--- src/rtl/slpt_pkg.sv ---
// Package for the spinning lidar point timestamper.
// Shared types, constants and the CORDIC angle table. No dependencies.
`default_nettype none
package slpt_pkg;
   localparam int MaxRingsDefault   = 32;
   localparam int CordicStepsDefault = 16;
   localparam int TabLen = 24;
   localparam int ReqDataW = 96;
   localparam int RspDataW = 96;
   localparam int TimeW = 24;
   localparam logic [23:0] TimeMax = 24'hFFFFFF;
   localparam logic [16:0] FullTurnQ8 = 17'd92160;
   localparam logic [16:0] RevUs = 17'd99723;
   localparam logic [47:0] HalfTurnQ16 = 48'd11796480;

   typedef enum logic [1:0] {
      CSR_RING_COUNT = 2'd0,
      CSR_KEEP_EVERY = 2'd1,
      CSR_TIME_SCALE = 2'd2,
      CSR_MIN_RANGE  = 2'd3
   } csr_index_type;

   // front-to-back queue entry
   typedef struct packed {
      logic signed [18:0] x;
      logic signed [18:0] y;
      logic signed [18:0] z;
      logic [7:0]         reflect;
      logic [6:0]         ring;
      logic [19:0]        raw;
      logic               given;
      logic               take;
      logic               frame_start;
   } item_type;

   function automatic logic [47:0] atan_entry(input logic [4:0] i);
      logic [47:0] v;
      case (i)
         5'd0: v = 48'd2949120;  5'd1: v = 48'd1740967;  5'd2: v = 48'd919879;
         5'd3: v = 48'd466945;   5'd4: v = 48'd234379;   5'd5: v = 48'd117304;
         5'd6: v = 48'd58666;    5'd7: v = 48'd29335;    5'd8: v = 48'd14668;
         5'd9: v = 48'd7334;     5'd10: v = 48'd3667;    5'd11: v = 48'd1833;
         5'd12: v = 48'd917;     5'd13: v = 48'd458;     5'd14: v = 48'd229;
         5'd15: v = 48'd115;     5'd16: v = 48'd57;      5'd17: v = 48'd29;
         5'd18: v = 48'd14;      5'd19: v = 48'd7;       5'd20: v = 48'd4;
         5'd21: v = 48'd2;       5'd22: v = 48'd1;
         default: v = 48'd0;
      endcase
      return v;
   endfunction
endpackage
`default_nettype wire

--- src/rtl/slpt_front.sv ---
// Front end: accepts points, advances the frame index phase, tags frame start.
// Depends on slpt_pkg.
`default_nettype none
module slpt_front (
   input  wire logic               clock,
   input  wire logic               reset,
   input  wire logic [7:0]         keep_every,
   input  wire logic               in_fire,
   input  wire logic [slpt_pkg::ReqDataW-1:0] in_data,
   input  wire logic               in_start,
   input  wire logic               in_given,
   output slpt_pkg::item_type      item
);
   logic [7:0] phase_ff, phase_in, cur, keep;
   always_comb begin
      keep = (keep_every == 8'd0) ? 8'd1 : keep_every;
      cur = in_start ? 8'd0 : phase_ff;
      phase_in = phase_ff;
      if (in_fire)
         phase_in = ({1'b0, cur} + 9'd1 >= {1'b0, keep}) ? 8'd0 : cur + 8'd1;
      item.x = in_data[18:0];
      item.y = in_data[37:19];
      item.z = in_data[56:38];
      item.reflect = in_data[64:57];
      item.ring = in_data[71:65];
      item.raw = in_data[91:72];
      item.given = in_given;
      item.take = (cur == 8'd0);
      item.frame_start = in_start;
   end
   always_ff @(posedge clock) begin
      if (reset) phase_ff <= 8'd0;
      else       phase_ff <= phase_in;
   end
endmodule
`default_nettype wire

--- config.mk ---
export PLATFORM = sky130hd
export DESIGN_NAME = slpt_front
export DESIGN_NICKNAME = d
export VERILOG_FILES = /design/src/rtl/slpt_pkg.sv /design/src/rtl/slpt_front.sv
export SDC_FILE = /design/constraint.sdc
export NUM_CORES = 1
export LEC_CHECK = 0
export BUFFER_PORTS_ARGS = -buffer_cell sky130_fd_sc_hd__clkbuf_2
export CORE_AREA = 3 3 79 81
export CTS_CLUSTER_SIZE = 30
export DETAILED_ROUTE_END_ITERATION = 16
export DIE_AREA = 0 0 82 84
export GPL_ROUTABILITY_DRIVEN = 0
export PLACE_DENSITY = 0.8
export SYNTH_ARGS = -nofsm -noshare
export SYNTH_HDL_FRONTEND = slang
export SYNTH_SLANG_ARGS = --single-unit
--- constraint.sdc ---
create_clock -name clock -period 5.75 [get_ports clock]
set_input_delay 0.2875 -clock clock [delete_from_list [all_inputs] [get_ports clock]]
set_output_delay 0.2875 -clock clock [all_outputs]
set_load 0.02 [all_outputs]
Yosys cells after proc, flatten, opt, wreduce, memory -nomap -nowiden --
Index checks and enable logic that the tools add are counted. W data, S select, Z words.
Word-level totals: bits in registers 8, output and inout bits 95, logic and storage cells 9
Cells by class: add/subtract/negate cells 2, magnitude comparators 1, muxes and demuxes 3, reductions and logical operators 2
Operator list (number):
- $mux W8 | 3
- $logic_not A8 Y1 | 2
- $add A8 B1 Y9 const B | 1
- $ge A9 B8 Y1 | 1
- $add A8 B1 Y8 const B | 1

Depth between registers and ports, before layout --
depth in word-level cells 4, depth in mapped cells 10, mapped depth without buffers 9

Worst setup path after synthesis --
OpenSTA, ideal clock, no wires.
path type reg2reg, from register phase_ff[0], to register phase_ff[5], library setup time 96 ps, arrival 2307 ps, data required time 5654 ps, setup slack 3348 ps, cell stages (with the launch flop) 11, cells stage by stage dfxtp_1 and3_1 buf_4 nand3_1 xor2_1 nor2_1 ha_1 o21ai_0 nand2_1 a311o_4 o41ai_2
On the way: longest elaborated chain between the ends 4, elaborated cells on any way between the ends 5, those cells by class add/sub: 2; order compare: 1; mux: 2
Ends and longest elaborated chain:
- start, declared | line slpt_front.sv:14 | logic [7:0] phase_ff, phase_in, cur, keep;
- start signal, assigned | line slpt_front.sv:33 | else phase_ff <= phase_in;
- $mux W8 * | line slpt_front.sv:17 | cur = in_start ? 8'd0 : phase_ff;
- $add A8 B1 Y9 | line slpt_front.sv:20 | phase_in = ({1'b0, cur} + 9'd1 >= {1'b0, keep}) ? 8'd0 : cur + 8'd1;
- $ge A9 B8 Y1 | line slpt_front.sv:20
- $mux W8 * | line slpt_front.sv:20
Mark *: on every way between the ends. The rest lies on a longest branch, timed or not. A chain may end at the register's enable or synchronous reset.

Final worst setup path --
from register phase_ff[0], to register phase_ff[4]
The elaborated chain is that of the path after synthesis.

==> impl_metrics.ini <==
[routing]
detailed_route_wire_length_per_cell_um = 12.8
ant_nets = 0
route.detailed.drc = 0
drt_pre_antenna_iters = 4
drtIter0Drc = 99
detail_route.vias_per_cell = 4.63
route.vias.total = 806
drt_wl_total_mm = 2.22

[clock_network]
cts-htree-levels = 1
clock_sinks = 8
bufs_on_longest_clock_path = 2
post_cts_buffers = 0
post_cts_resize_count = 0
clkLatencyLatePin_ns = 0.23
clk_root_buffer_cell = clkbuf_8
number_of_buffers_inserted_by_hold_repair_at_cts = 0
cts_tree = built
clk_pin_slew_worst_paths_ns = 0.04
tritoncts.num_buffers = 3

[final_layout]
regMostFlops = phase_ff
syn_to_final_growth_pct = -36.2
post_route_cells_drive_above_1_share_pct = 23.5
final_cell_area_um2 = 916
reg_top3 = phase_ff (8)
finish.utilization_pct = 16.5
final_common_cell = nand2_1
insertedDiodeCount = 0
largest_reg_flops = 8
layout.cells.most_common_list = nand2_1 (14), clkbuf_2 (13), inv_1 (8), ha_1 (8), dfxtp_1 (8)
filler_cell_count = 632
final_net_count = 221

[synth]
post-synth-top-area-fraction_pct = 49.7
synth_area_leader_cell = buf_4
synth.avg_cell_area_um2 = 7.89
ys_warn_count = 0
post_synth_main_area_contributors = buf_4 (50%), dfxtp_1 (11%), ha_1 (7.0%), o41ai_2 (5.7%), nand2_1 (3.7%)
synth.distinct_cells = 27
sequential_to_total_area_share_from_yosys_stat_pct = 11.1
synth-seq-cells = 8
area_of_the_mapped_netlist_mm2 = 0.00144
syn-instance-count = 182
mappedNetlistNets = 299

[power_and_ir_drop]
power.switching_uw = 37.8
clock_share_of_power_pct = 45.1
p_sw_share_pct = 25.3
leakage_uw = 0.000408
power_density_mw_per_mm2 = 163
p_seq_share_pct = 38.9
p_comb_share_pct = 16.0
power.ir.vdd_worst_v = 0.0000465
power.internal_uw = 112

[global_route]
grt_antenna_before_repair = 0
grt_max_degree = 17
grt_remaining_overflow = 0
grt_pass1_wl_mm = 3.32
first_global_vias = 736
grt_usage_pct = 6.58

[setup_path]
rr_startpoint = phase_ff[0]
critical_path_buf_inv_count = 0
crit_path_leading_delay_family = compound AO/OA/AOI/OAI gates
crit_path_start_kind = register
crit_slowest_cell = a311o_4
maximum_fanout_encountered_on_the_critical_timing_path = 8
criticalPathCategory = register to register
critical_path.max_stage_delay_ns = 0.45
crit_path_start = phase_ff[0]
endpoint_type_of_the_worst_setup_path = register
cp_data_arrival_time_ns = 2.88
crit_required_ns = 5.89
timing.critical_path.cells = and3_1 -> nand3_1 -> xor2_1 -> nor2_1 -> ha_1 -> o21ai_0 -> a211oi_1 -> a311o_4 -> o41ai_2

[hold_path]
class_of_the_tightest_hold_or_removal_check = primary input to register
hp-start = reset

[sta]
setup_total_negative_slack_ns = 0
final-setup-viol-count = 0
fin_skew_ns = 0.000675
period_minus_slack_ns = 2.75
slew_viol_final = 0
fmax_mhz = 364
timing_worst_slew_pin_value_ns = 0.532
grt_setup_unrepaired = false
max_slew_margin_pct = 64.4
report.final.hold_viol_count = 0
timing.final.crit_share_pct = 47.8

[outcome]
status = finished, final reports clean

[placed_design]
buffer_ports.inserted = 13
hpwlAfterDp_mm = 1.77
dpl-instance-area_um2 = 875

[floorplan]
initial_utilization_pct = 25.9
die_area_mm2 = 0.00689
die_x_um = 82
design.core.area_mm2 = 0.00554
floorplan.io_pins = 204
fp.dieH_um = 84
placementRows = 27

[run]
timing.max_cap.violations = 0
-- final cells by class --
cell class	count	area (um^2)	area share (%)
clock buffer	3	41.3	4.51
tap	72	90.1	9.84
inverter	8	30.0	3.28
timing repair buffer	13	65.1	7.10
sequential	8	160	17.5
multi-input combinational	70	529	57.8
-- power by group through the flow --
stage	combinational [uW]	clock, uW	sequential [uW]
after detailed placement	24.3	0	59.1
after CTS	24.4	70.3	58.1
final	24.0	67.4	58.2
after global placement	23.7	0	58.9
after floorplan	110	0	58.7
after global routing	26.9	72.9	58.3
-- routing by layer --
layer	share of wire [%]	wire length (um)	vias to the layer above	track usage [%]
met5	0	0	-	0
met4	11	246	0	9.06
met3	15	334	35	4.64
met2	37	825	57	7.94
met1	37	818	358	5.99
li1	-	-	356	-
-- final timing paths --
path,end,slack [ns],cells after the start
worst max register to register,phase_ff[4],3.00,9
worst max-delay path,phase_ff[4],3.00,9
worst min register to register,phase_ff[2],0.50,2
worst min-delay path,phase_ff[7],0.31,2
-- synthesized netlist by cell type (all sizes together) --
cell type  instances
nand2             14
nor2               7
dfxtp              8
o211ai             1
xnor2              2
nand3              3
xor2               4
a41o               2
o41ai              5
and3               2
a211oi             2
a311o              1
buf               95
nor2b              3
ha                 8
inv                8
nand3b             1
nor4               3
a21o               1
o31ai              1
a41oi              1
a21oi              2
clkbuf             1
nand4              2
o21ai              4
a21bo              1
-- stage by stage --
| step | hold WS, ns | std cells | power [uW] | worst slack, ns |
|---|---|---|---|---|
| after floorplan | 0.388 | 182 | 169 | 3.35 |
| after CTS | 0.314 | 174 | 153 | 3.01 |
| after global placement | 0.485 | 171 | 82.7 | 3.10 |
| after detailed placement | 0.497 | 171 | 83.3 | 3.02 |
| after global routing | 0.334 | 174 | 158 | 2.73 |
| final | 0.314 | 174 | 149 | 3.00 |
-- kinds of logic (layout without fill, tap and decap cells) --
group | after synthesis | count (layout) | synth area share, %
adders and majority gates | 8 | 8 | 6.97
AOI/OAI and AO/OA | 21 | 21 | 14.8
xor gates and xnor gates | 6 | 6 | 3.66
and+or+nand+nor | 35 | 35 | 11.4
DFF | 8 | 8 | 11.1
buffers and inverters | 104 | 24 | 52.0
-- worst register-to-register path: cells and delay by family, from the launching register on --
kind,cells,cell delay (ns)
AO/OA/AOI/OAI,4,1.10
XOR/XNOR,1,0.26
adder cells (fa/ha/maj),1,0.32
flip-flops,1,0.42
AND/OR/NAND/NOR,3,0.56
Power figures use the tool's default switching activity.
